<file path="src/design/isaac_pkg.sv">
`timescale 1ns / 1ps
`default_nettype none
package isaac_pkg;
    localparam int TABLE_WORDS_DEF = 32;
    localparam logic [31:0] GOLDEN_WORD = 32'h9e3779b9;

    localparam logic [1:0] REQ_SEED = 2'd0;
    localparam logic [1:0] REQ_INIT = 2'd1;
    localparam logic [1:0] REQ_NEXT = 2'd2;
    localparam logic [1:0] REQ_RSVD = 2'd3;   // unused code, ignored

    // datapath operations issued by the controller
    typedef enum logic [2:0] {
        OP_NONE    = 3'd0,
        OP_SEED    = 3'd1,
        OP_INIT    = 3'd2,
        OP_SCRAM   = 3'd3,
        OP_MIXLOAD = 3'd4,
        OP_MIXSTEP = 3'd5,
        OP_SHUF    = 3'd6,
        OP_READ    = 3'd7
    } dp_op_t;

    typedef struct packed {
        dp_op_t op;
        logic   first;    // first cycle of an operation group
    } dp_cmd_t;

    typedef struct packed {
        logic done;       // current multi-cycle operation finished
        logic exhausted;  // read position at end of table
    } dp_stat_t;
endpackage
`default_nettype wire

</file>
<file path="src/design/isaac_ctrl.sv">
`timescale 1ns / 1ps
`default_nettype none
module isaac_ctrl (
    input  wire logic               clk,
    input  wire logic               rst_n,
    input  wire logic               in_valid,
    output logic                    in_ready,
    input  wire logic [1:0]         req_type,
    input  wire logic               out_valid,
    input  wire logic               out_ready,
    input  wire isaac_pkg::dp_stat_t stat,
    output isaac_pkg::dp_cmd_t      cmd
);
    import isaac_pkg::*;

    typedef enum logic [7:0] {
        S_IDLE  = 8'b00000001,
        S_SCRAM = 8'b00000010,
        S_MIX1  = 8'b00000100,
        S_MIX2  = 8'b00001000,
        S_SHUF  = 8'b00010000,
        S_CHK   = 8'b00100000,
        S_NSHUF = 8'b01000000,
        S_READ  = 8'b10000000
    } state_t;

    state_t state_reg, state_next;
    logic   first_reg, first_next;

    assign in_ready = (state_reg == S_IDLE);

    always_comb
    begin
        state_next = state_reg;
        first_next = 1'b0;
        cmd.op     = OP_NONE;
        cmd.first  = first_reg;
        unique case (state_reg)
            S_IDLE:
            begin
                if (in_valid)
                begin
                    if (req_type == REQ_SEED)
                        cmd.op = OP_SEED;
                    else if (req_type == REQ_INIT)
                    begin
                        cmd.op = OP_INIT;
                        state_next = S_SCRAM;
                        first_next = 1'b1;
                    end
                    else if (req_type == REQ_NEXT)
                        state_next = S_CHK;
                end
            end
            S_SCRAM:
            begin
                cmd.op = OP_SCRAM;
                if (stat.done)
                begin
                    state_next = S_MIX1;
                    first_next = 1'b1;
                end
            end
            S_MIX1, S_MIX2:
            begin
                cmd.op = OP_MIXSTEP;
                if (stat.done)
                begin
                    state_next = (state_reg == S_MIX1) ? S_MIX2 : S_SHUF;
                    first_next = 1'b1;
                end
            end
            S_SHUF, S_NSHUF:
            begin
                cmd.op = OP_SHUF;
                if (stat.done)
                begin
                    state_next = (state_reg == S_SHUF) ? S_IDLE : S_READ;
                    first_next = 1'b1;
                end
            end
            S_CHK:
            begin
                if (!out_valid || out_ready)
                begin
                    if (stat.exhausted)
                    begin
                        state_next = S_NSHUF;
                        first_next = 1'b1;
                    end
                    else
                        state_next = S_READ;
                end
            end
            S_READ:
            begin
                cmd.op = OP_READ;
                state_next = S_IDLE;
            end
            default: state_next = S_IDLE;
        endcase
    end

    always_ff @(posedge clk or negedge rst_n)
    begin
        if (!rst_n)
        begin
            state_reg <= S_IDLE;
            first_reg <= 1'b0;
        end
        else
        begin
            state_reg <= state_next;
            first_reg <= first_next;
        end
    end
endmodule
`default_nettype wire

</file>
<file path="config.mk">
export PLATFORM = sky130hd
export DESIGN_NAME = isaac_ctrl
export DESIGN_NICKNAME = d
export VERILOG_FILES = /design/src/design/isaac_pkg.sv /design/src/design/isaac_ctrl.sv
export SDC_FILE = /design/constraint.sdc
export NUM_CORES = 1
export LEC_CHECK = 0
export BUFFER_PORTS_ARGS = -buffer_cell sky130_fd_sc_hd__buf_2
export CORE_UTILIZATION = 45
export CTS_CLUSTER_DIAMETER = 30
export CTS_CLUSTER_SIZE = 8
export DETAILED_ROUTE_END_ITERATION = 8
export PLACE_DENSITY = 0.76
export SLEW_MARGIN = 20
export SYNTH_ARGS = -nofsm -noshare
export SYNTH_HDL_FRONTEND = slang
export SYNTH_SLANG_ARGS = --single-unit
</file>
<file path="constraint.sdc">
create_clock -name clk -period 2.7 [get_ports clk]
set_input_delay 0.54 -clock clk [delete_from_list [all_inputs] [get_ports clk]]
set_output_delay 0.54 -clock clk [all_outputs]
set_load 0.02 [all_outputs]
</file>
==> summary.txt, run 1 <==
Die
  • Die Ht: 41.7 µm
  • Starting density of the core: 51.3%
  • I/O pin cnt: 14
  • Row count: 13
  • Die width: 41.7 µm
  • Core ar.: 1380 µm²
  • Die area: 1740 µm²

Outcome
  • Status: finished, final reports clean

Timing
  • Min cycle time layout: 2.44 ns
  • Clk_skew: 0.00979 ns
  • Slew headroom: 64.1%
  • Final period utilization: 90.5%
  • Max-slew violations: 0
  • TNS Setup: 0 ns
  • Final hold slack: 0.112 ns
  • Setup Viol. Count Final: 0
  • Worst Max-Slew Pin Slew: 0.534 ns
  • Max Clock Freq: 0.409 GHz
  • Hold Fails Final Rpt: 0
  • RSZ-0062 raised after global routing: no

Logic synthesis
  • Cell Area, Synth: 709 µm²
  • Top_reg_cell synth: dfrtp_1
  • Syn Nets: 94
  • Syn. warnings: 0
  • Register area share after synthesis: 31.9%
  • Share of synthesized flip-flops with an asynchronous set or reset: 100%
  • Mean Syn Cell Area: 8.35 µm²
  • Number of synthesized register bits: 9
  • Distinct cells, synth: 37
  • Post-synth EDFFs: 0
  • Mapped Cells: 85

Power and ir drop
  • P per Cell Area: 822 nW/µm²
  • Internal Power: 355 µW
  • P_leak: 0.000376 µW
  • Sw frac: 43.7%
  • Sw power: 276 µW
  • Worst VDD drop: 0.375 mV
  • Combinational share of power: 49.7%
  • Clk pwr share: 17.0%
  • Sequential power share: 33.3%

Worst setup path
  • WP data required: 2.16 ns
  • Data arrival, critical path: 1.90 ns
  • Slowest CP cell: or4_1
  • Crit start category: flip-flop
  • Buf/Inv on CP: 1
  • CP Cell Sequence: or4_1, nor2_1, a21o_1, buf_2
  • Worst setup path category: flip-flop to output pin
  • Crit path max-delay family: simple AND/OR/NAND/NOR gates
  • Critical Path End Type: output pin
  • CP Max Fanout: 12
  • Critical path's largest stage delay: 0.59 ns

Clock tree
  • Clock sinks: 9
  • Clk_lat worst skew: 0.27 ns
  • CTS tree: built
  • Number of H-tree levels: 1
  • Hold buffers post-CTS: 0
  • Root buf cell: clkbuf_4
  • Number of CTS-inserted buffers: 3
  • Max Root-Sink Buffers: 2
  • Resized cells post-CTS: 0
  • # Post-CTS Setup Buffers: 0
  • Worst-path clk slew: 0.07 ns

Final layout
  • Filler instances: 142
  • Area Growth Syn to Fin: 8.29%
  • FF/Latch Area: 226 µm²
  • Fin nets: 104
  • Multi-input logic area: 424 µm²
  • Share of cells above drive strength 1: 27.7%
  • Number of flip-flops in the largest register: 8
  • Final instance area: 768 µm²
  • Antenna Diode Count: 0
  • Core Util, Final: 55.6%
  • Cell Count, Final, Fillers Out: 109

Route
  • DR DRC count: 0
  • Routed wire length: 1.60 mm
  • Detail-routed via count per cell: 5.98
  • Via count: 652
  • DR WL/cell: 14.7 µm
  • 1st-iter DRT viols: 20
  • Remaining antenna violation count: 0
  • DRT Pass-1 Iters: 4

Hold path
  • Worst Hold Class: input pin to asynchronous set/reset pin

Global routing
  • Gr usage total: 21.4%
  • GRT overflow: 0
  • Largest net degree at the start of global routing: 13
  • Global-route wire length before repair: 2.83 mm
  • Initial antenna violation count: 0
  • Vias in the first global route: 647

Run
  • Max Cap Viol: 0

Place
  • HPWL after DPL: 1.21 mm
  • Placed insts: 105
  • Gpl congestion: 0.913
  • Area post-placement: 742 µm²
  • Port Buffers: 13
-- metrics by stage --
step | setup WS (ns) | power, µW
5_1_grt | 0.154 | 682
4_1_cts | 0.264 | 636
3_5_place_dp | 0.481 | 525
3_3_place_gp | 0.548 | 521
2_1_floorplan | 0.298 | 458
6_report | 0.256 | 632
-- layout by cell type (no fill, tap or decap), types with 2 or more instances in the layout --
cell      instances
o21ai_0           7
dfrtp_1           8
clkbuf_4          3
o211ai_1          2
mux2_2            2
nand2_1           9
or3_1             2
buf_2            13
inv_1             2
o22ai_1           2
xor2_1            3
nor3b_1           2
a21oi_1           2
nor4_1            2
nor3_1            3
or3_4             2
a21o_1            3
xnor2_1           3
nor2_1            7
-- power by group through the flow --
stage | combinational [µW] | clock (µW) | sequential, µW
detailed placement | 314 | 0 | 212
global placement | 309 | 0 | 212
floorplan | 271 | 0 | 188
finish | 314 | 107 | 211
global route | 350 | 116 | 217
CTS | 315 | 111 | 210
-- per-layer routing --
layer	routed length, µm	GRT usage (%)	vias up
met5	0	0	-
met4	9	3.87	0
met3	75	7.83	2
met2	829	36.9	22
met1	689	25.7	307
li1	-	-	321
-- path summary, 6_finish.rpt --
path	startpoint	end	slack (ns)	cells after the start
max	state_reg[1]	cmd[3]	0.26	4
min	rst_n	state_reg[6]	0.11	1
min reg2reg	state_reg[2]	state_reg[2]	0.66	1
min in group clk	stat[1]	first_reg	0.56	2
max in group asynchronous	rst_n	state_reg[0]	2.34	1
max reg2reg	state_reg[1]	state_reg[4]	0.42	5
-- cell usage after synthesis (3+ instances only) --
library cell / n / area share (%)
nor3_1: 3 / 2.1
nand2_1: 9 / 4.8
xnor2_1: 3 / 3.7
clkbuf_1: 3 / 1.6
nor2_1: 7 / 3.7
a21o_1: 3 / 3.2
o21ai_0: 7 / 4.9
xor2_1: 3 / 3.7
dfrtp_1: 8 / 28
-- cell type report --
class                   count  share of cell area, %
clock buffers               4                   3.42
inverters                   2                  0.977
multi-input cells          66                   55.2
flip-flops and latches      9                   29.5
well taps                  15                   2.44
repair buffers             13                   8.47
-- cells by family after synthesis --
logic type / count (synthesis) / synth area share [%]
AND/OR/NAND/NOR: 38 / 31.2
AO/OA/AOI/OAI: 20 / 18.0
buffers and inverters: 10 / 8.29
flip-flops: 9 / 31.9
XOR/XNOR: 6 / 7.41
multiplexers: 2 / 3.17
-- worst reg2reg max path, delay by kind of cell, from the launching register on --
family	cells	cell delay, ns
AND/OR/NAND/NOR	3	1.08
flip-flops	1	0.51
multiplexers	1	0.37
AO/OA/AOI/OAI	1	0.19
(Power assumes the default switching activity.)
==> inputs of run 2 (changes only) <==
CTS_BUF_LIST = sky130_fd_sc_hd__clkbuf_8   (was not set)
==> run 2 against run 1 <==
Against the previous run:
- worst setup slack gained 0.060 ns
- design area grew 2.4%
- via count shrank 0.92%
- clock skew shrank 0.0051 ns
- register-to-register slack gained 0.02 ns
- sequential share of layout area shrank 0.70 points
- largest cell class unchanged
==> summary.txt, run 2 (synthesized netlist as in run 1, its figures left out) <==
Outcome
  • Status: finished, final reports clean

Timing
  • Setup Viol. Count Final: 0 (unchanged)
  • Slew headroom: 62.7% (-1.4 points)
  • Min cycle time layout: 2.38 ns (-0.0596 ns)
  • TNS Setup: 0 ns (unchanged)
  • Final period utilization: 88.3% (-2.2 points)
  • Clk_skew: 0.00464 ns (-0.00515 ns)
  • Worst setup margin: 0.316 ns (+0.0596 ns)
  • Hold Fails Final Rpt: 0 (unchanged)
  • RSZ-0062 raised after global routing: no
  • Max-slew violations: 0 (unchanged)
  • Final hold slack: 0.158 ns (+0.0462 ns)
  • Worst Max-Slew Pin Slew: 0.555 ns (+0.0207 ns)
  • Max Clock Freq: 0.419 GHz (+2.5%)

Final layout
  • Commonest non-fill, non-tap cell in the layout: buf_2
  • Filler instances: 139 (-2.1%)
  • FF/Latch Area: 226 µm² (unchanged)
  • Share of cells above drive strength 1: 27.7% (unchanged)
  • Fin nets: 104 (unchanged)
  • Final instance area: 787 µm² (+2.4%)
  • Leading cell types in the layout, fill and taps excluded: buf_2, nand2_1, dfrtp_1
  • Number of flip-flops in the largest register: 8 (unchanged)
  • Area Growth Syn to Fin: 10.9%
  • Antenna Diode Count: 0 (unchanged)
  • Multi-input logic area: 424 µm² (unchanged)

Global routing
  • Most Crowded Layer GR: met2
  • Largest net degree at the start of global routing: 13 (unchanged)
  • Vias in the first global route: 652 (+0.77%)
  • Met3 usage: 7.83% (unchanged)
  • Met1 usage: 26.2% (+0.55 points)
  • Initial antenna violation count: 0 (unchanged)
  • GRT overflow: 0 (unchanged)
  • Global-route wire length before repair: 2.84 mm (+0.21%)
  • Gr usage total: 21.3% (-0.18 points)
  • Grt met2 use: 36.6% (-0.31 points)

Clock tree
  • CTS tree: built
  • Worst-path clk slew: 0.05 ns (-0.02 ns)
  • Root buf cell: clkbuf_8
  • Number of H-tree levels: 1 (unchanged)
  • Hold buffers post-CTS: 0 (unchanged)
  • Max Root-Sink Buffers: 2 (unchanged)
  • Number of CTS-inserted buffers: 3 (unchanged)
  • # Post-CTS Setup Buffers: 0 (unchanged)
  • Clk_lat worst skew: 0.23 ns (-0.04 ns)
  • Clock sinks: 9 (unchanged)
  • Resized cells post-CTS: 0 (unchanged)

Route
  • Routed wire length: 1.60 mm (-0.25%)
  • DR DRC count: 0 (unchanged)
  • DRT Pass-1 Iters: 4 (unchanged)
  • Remaining antenna violation count: 0 (unchanged)
  • 1st-iter DRT viols: 14 (-30%)
  • Detail-routed via count per cell: 5.93 (-0.92%)
  • Via count: 646 (-0.92%)
  • DR WL/cell: 14.7 µm (-0.25%)

Run
  • Max Cap Viol: 0 (unchanged)

Power and ir drop
  • P per Cell Area: 857 nW/µm² (+4.2%)
  • Worst VDD drop: 0.317 mV (-16%)
  • P_leak: 0.000388 µW (+3.2%)

Worst setup path
  • Crit start category: flip-flop
  • WP data required: 2.16 ns (about the same)
  • Data arrival, critical path: 1.84 ns (-0.06 ns)
  • CP Max Fanout: 12 (unchanged)
  • Worst setup path category: flip-flop to output pin
  • Critical Path End Type: output pin

Place
  • Port Buffers: 13 (unchanged)
  • Pre-CTS setup slack: 0.481 ns (unchanged)
  • HPWL after DPL: 1.21 mm (unchanged)
  • Area post-placement: 742 µm² (unchanged)
  • Gpl congestion: 0.913 (unchanged)

Die
  • Die Ht: 41.7 µm (unchanged)
  • Die width: 41.7 µm (unchanged)
  • Row count: 13 (unchanged)
  • Die area: 1740 µm² (unchanged)
  • Starting density of the core: 51.3% (unchanged)
  • I/O pin cnt: 14 (unchanged)
  • Core ar.: 1380 µm² (unchanged)

Hold path
  • Worst Hold Class: input pin to asynchronous set/reset pin
run 2: changes by cell type in the layout (fill, tap and decap cells not counted):
cell and delta:
clkbuf_1 -1, inv_1 +1, clkbuf_8 +3, clkbuf_4 -3
run 2: routing by layer:
metal  wire [µm]  up-vias
li1            -      324
met1         759      304
met2         780       16
met3          51        2
met4           7        0
met5           0        -
run 2: report_power, final:
group	internal (µW)	leakage [µW]	switching (µW)
sequential	167	0.000120	44.1
clock	98.8	0.0000269	50.6
combinational	132	0.000240	182
total	398	0.000388	277
run 2: path summary, 6_finish.rpt:
check	from	to	slack [ns]	cells after the start
max	state_reg[1]	cmd[3]	0.32	4
min	rst_n	state_reg[6]	0.16	1
max reg2reg	state_reg[1]	state_reg[4]	0.44	5
min reg2reg	state_reg[6]	state_reg[6]	0.66	1
max in group asynchronous	rst_n	state_reg[0]	2.29	1
min in group clk	stat[1]	first_reg	0.60	2
run 2: cell type report:
| type | instances | area share (%) |
|---|---|---|
| Multi-Input combinational cell | 66 | 53.9 |
| Clock buffer | 3 | 5.25 |
| Timing Repair Buffer | 13 | 8.27 |
| Tap cell | 15 | 2.38 |
| Clock inverter | 1 | 0.477 |
| Inverter | 2 | 0.954 |
| Sequential cell | 9 | 28.8 |
run 2: critical path, cell delays in order (launching register included):
cell,delay [ns]
dfrtp_1,0.51
or4_1,0.58
nor2_1,0.23
a21o_1,0.14
buf_2,0.15
run 2: stage by stage:
step	cells	power, µW	util (%)
2_1_floorplan	85	458	-
3_3_place_gp	105	521	53.7
3_5_place_dp	105	525	53.7
4_1_cts	109	681	56.9
5_1_grt	109	732	56.9
6_report	109	675	56.9
==> inputs of run 3 (changes only) <==
CELL_PAD_IN_SITES_DETAIL_PLACEMENT = 1   (was not set)
CELL_PAD_IN_SITES_GLOBAL_PLACEMENT = 1   (was not set)
CORE_UTILIZATION = 41   (was 45)
MAX_ROUTING_LAYER = met4   (was not set)
PLACE_DENSITY = 0.89   (was 0.76)
==> run 3 against run 2 <==
Against the previous run:
- global-route usage up 2.5 points
- critical path depth rose by 1
- register-to-register slack better by 0.02 ns
- clock power grew 7%
- sequential share of layout area down 0.32 points
- power up 3.4%
- via count is 6.0% higher
- sequential power hardly changed
- largest cell class unchanged
==> summary.txt, run 3 (synthesized netlist as in run 1, its figures left out) <==
Outcome
  • Status: finished, final reports clean

Global routing
  • Met1 usage: 29.1% (+2.8 points)
  • Initial antenna violation count: 0 (unchanged)
  • Vias in the first global route: 652 (unchanged)
  • Largest net degree at the start of global routing: 13 (unchanged)
  • Most Crowded Layer GR: met2
  • Grt met2 use: 38.8% (+2.2 points)
  • GRT overflow: 0 (unchanged)
  • Global-route wire length before repair: 3.09 mm (+9.0%)
  • Gr usage total: 23.7% (+2.5 points)
  • Met3 usage: 6.25% (-1.6 points)

Timing
  • Clk_skew: 0.00328 ns (-0.00136 ns)
  • Final hold slack: 0.143 ns (-0.0148 ns)
  • RSZ-0062 raised after global routing: no
  • Max-slew violations: 0 (unchanged)
  • Min cycle time layout: 2.40 ns (+0.0130 ns)
  • Max Clock Freq: 0.417 GHz (-0.54%)
  • Final period utilization: 88.8% (+0.48 points)
  • Slew headroom: 65.3% (+2.6 points)
  • Setup Viol. Count Final: 0 (unchanged)
  • Hold Fails Final Rpt: 0 (unchanged)
  • TNS Setup: 0 ns (unchanged)
  • Worst Max-Slew Pin Slew: 0.516 ns (-0.0386 ns)

Place
  • Area post-placement: 751 µm² (+1.2%)
  • Placed insts: 107 (+1.9%)
  • Port Buffers: 13 (unchanged)
  • Gpl congestion: 0.888 (-2.7%)
  • HPWL after DPL: 1.43 mm (+18%)

Route
  • DR WL/cell: 16.8 µm (+15%)
  • Routed wire length: 1.87 mm (+17%)
  • Detail-routed via count per cell: 6.17 (+4.1%)
  • Remaining antenna violation count: 0 (unchanged)
  • Via count: 685 (+6.0%)
  • 1st-iter DRT viols: 12 (-2)
  • DRT Pass-1 Iters: 4 (unchanged)
  • DR DRC count: 0 (unchanged)

Clock tree
  • Number of H-tree levels: 1 (unchanged)
  • Root buf cell: clkbuf_8
  • Resized cells post-CTS: 0 (unchanged)
  • Hold buffers post-CTS: 0 (unchanged)
  • Max Root-Sink Buffers: 2 (unchanged)
  • Worst-path clk slew: 0.05 ns (about the same)
  • CTS tree: built
  • Number of CTS-inserted buffers: 3 (unchanged)
  • Clock sinks: 9 (unchanged)
  • # Post-CTS Setup Buffers: 0 (unchanged)
  • Clk_lat worst skew: 0.24 ns (about the same)

Worst setup path
  • CP Cell Sequence: or3_1, nor3_1, a31oi_1, o21ai_0, buf_2
  • CP Max Fanout: 12 (unchanged)
  • WP data required: 2.16 ns (about the same)
  • Slowest CP cell: dfrtp_1
  • Crit path max-delay family: simple AND/OR/NAND/NOR gates
  • Critical path's largest stage delay: 0.51 ns (-0.07 ns)
  • Buf/Inv on CP: 1 (unchanged)
  • Worst setup path category: flip-flop to output pin
  • Crit start category: flip-flop
  • Data arrival, critical path: 1.86 ns (+0.02 ns)
  • Critical Path End Type: output pin

Run
  • Max Cap Viol: 0 (unchanged)

Die
  • Starting density of the core: 45.5% (-5.8 points)
  • I/O pin cnt: 14 (unchanged)
  • Core ar.: 1560 µm² (+13%)
  • Die area: 1900 µm² (+9.3%)
  • Die Ht: 43.6 µm (+4.5%)
  • Die width: 43.6 µm (+4.5%)
  • Row count: 14 (+1)

Power and ir drop
  • P_leak: 0.000393 µW (+1.4%)
  • Sequential power share: 30.3% (-1.0 points)
  • Sw frac: 42.4% (+1.3 points)
  • Sw power: 296 µW (+6.8%)
  • Combinational share of power: 46.9% (+0.3 points)
  • Total power: 697 µW (+3.4%)
  • Internal Power: 402 µW (+1.0%)
  • P per Cell Area: 876 nW/µm² (+2.2%)
  • Worst VDD drop: 0.354 mV (+12%)
  • Clk pwr share: 22.8% (+0.6 points)

Final layout
  • Final instance area: 796 µm² (+1.1%)
  • Number of flip-flops in the largest register: 8 (unchanged)
  • Cell Count, Final, Fillers Out: 111 (+1.8%)
  • Fin nets: 105 (+0.96%)
  • Area Growth Syn to Fin: 12.2%
  • Share of cells above drive strength 1: 28.4% (+0.76 points)
  • Antenna Diode Count: 0 (unchanged)
  • Leading cell types in the layout, fill and taps excluded: buf_2, nand2_1, dfrtp_1
  • Commonest non-fill, non-tap cell in the layout: buf_2

Hold path
  • Worst Hold Class: input pin to asynchronous set/reset pin
[run 3: area by class of cell]
type / count / area [µm²]
repair buffers: 14 / 72.6
clock inverters: 1 / 3.75
fillers: 199 / 763
clock buffers: 3 / 41.3
well taps: 16 / 20.0
multi-input cells: 66 / 424
flip-flops and latches: 9 / 226
inverters: 2 / 7.51
[run 3: final timing paths]
path	start	endpoint	slack, ns	cells past startpoint
worst max register to register	state_reg[1]	state_reg[3]	0.46	5
max in group asynchronous	rst_n	state_reg[0]	2.31	1
worst min-delay path	rst_n	state_reg[3]	0.14	1
worst min register to register	state_reg[2]	state_reg[2]	0.68	1
min in group clk	stat[1]	state_reg[1]	0.60	2
worst max-delay path	state_reg[1]	cmd[1]	0.30	5
[run 3: through the flow]
stage	util, %	setup WS, ns
floorplan	-	0.298
global placement	48.2	0.558
detailed placement	48.2	0.531
CTS	51.0	0.317
global route	51.0	0.214
finish	51.0	0.303
[run 3: power groups by stage]
| stage | clock network (µW) | registers (µW) | logic, µW |
|---|---|---|---|
| 6_report | 159 | 212 | 327 |
| 5_1_grt | 168 | 215 | 361 |
| 4_1_cts | 163 | 209 | 329 |
| 3_5_place_dp | 0 | 211 | 325 |
| 3_3_place_gp | 0 | 208 | 316 |
| 2_1_floorplan | 0 | 188 | 271 |
[run 3: layer usage]
layer / part of all wire (%) / routed length (µm) / vias up
met4: 0.86 / 16 / 0
met2: 50 / 928 / 23
met1: 44 / 827 / 333
met5: 0 / 0 / -
li1: - / - / 326
met3: 5.2 / 97 / 3
[run 3: worst reg2reg max path: cells and delay by family, from the launching register on]
kind / cells / cell delay, ns
and+or+nand+nor: 3 / 1.07
muxes: 1 / 0.37
DFF: 1 / 0.51
AOI/OAI and AO/OA: 1 / 0.18
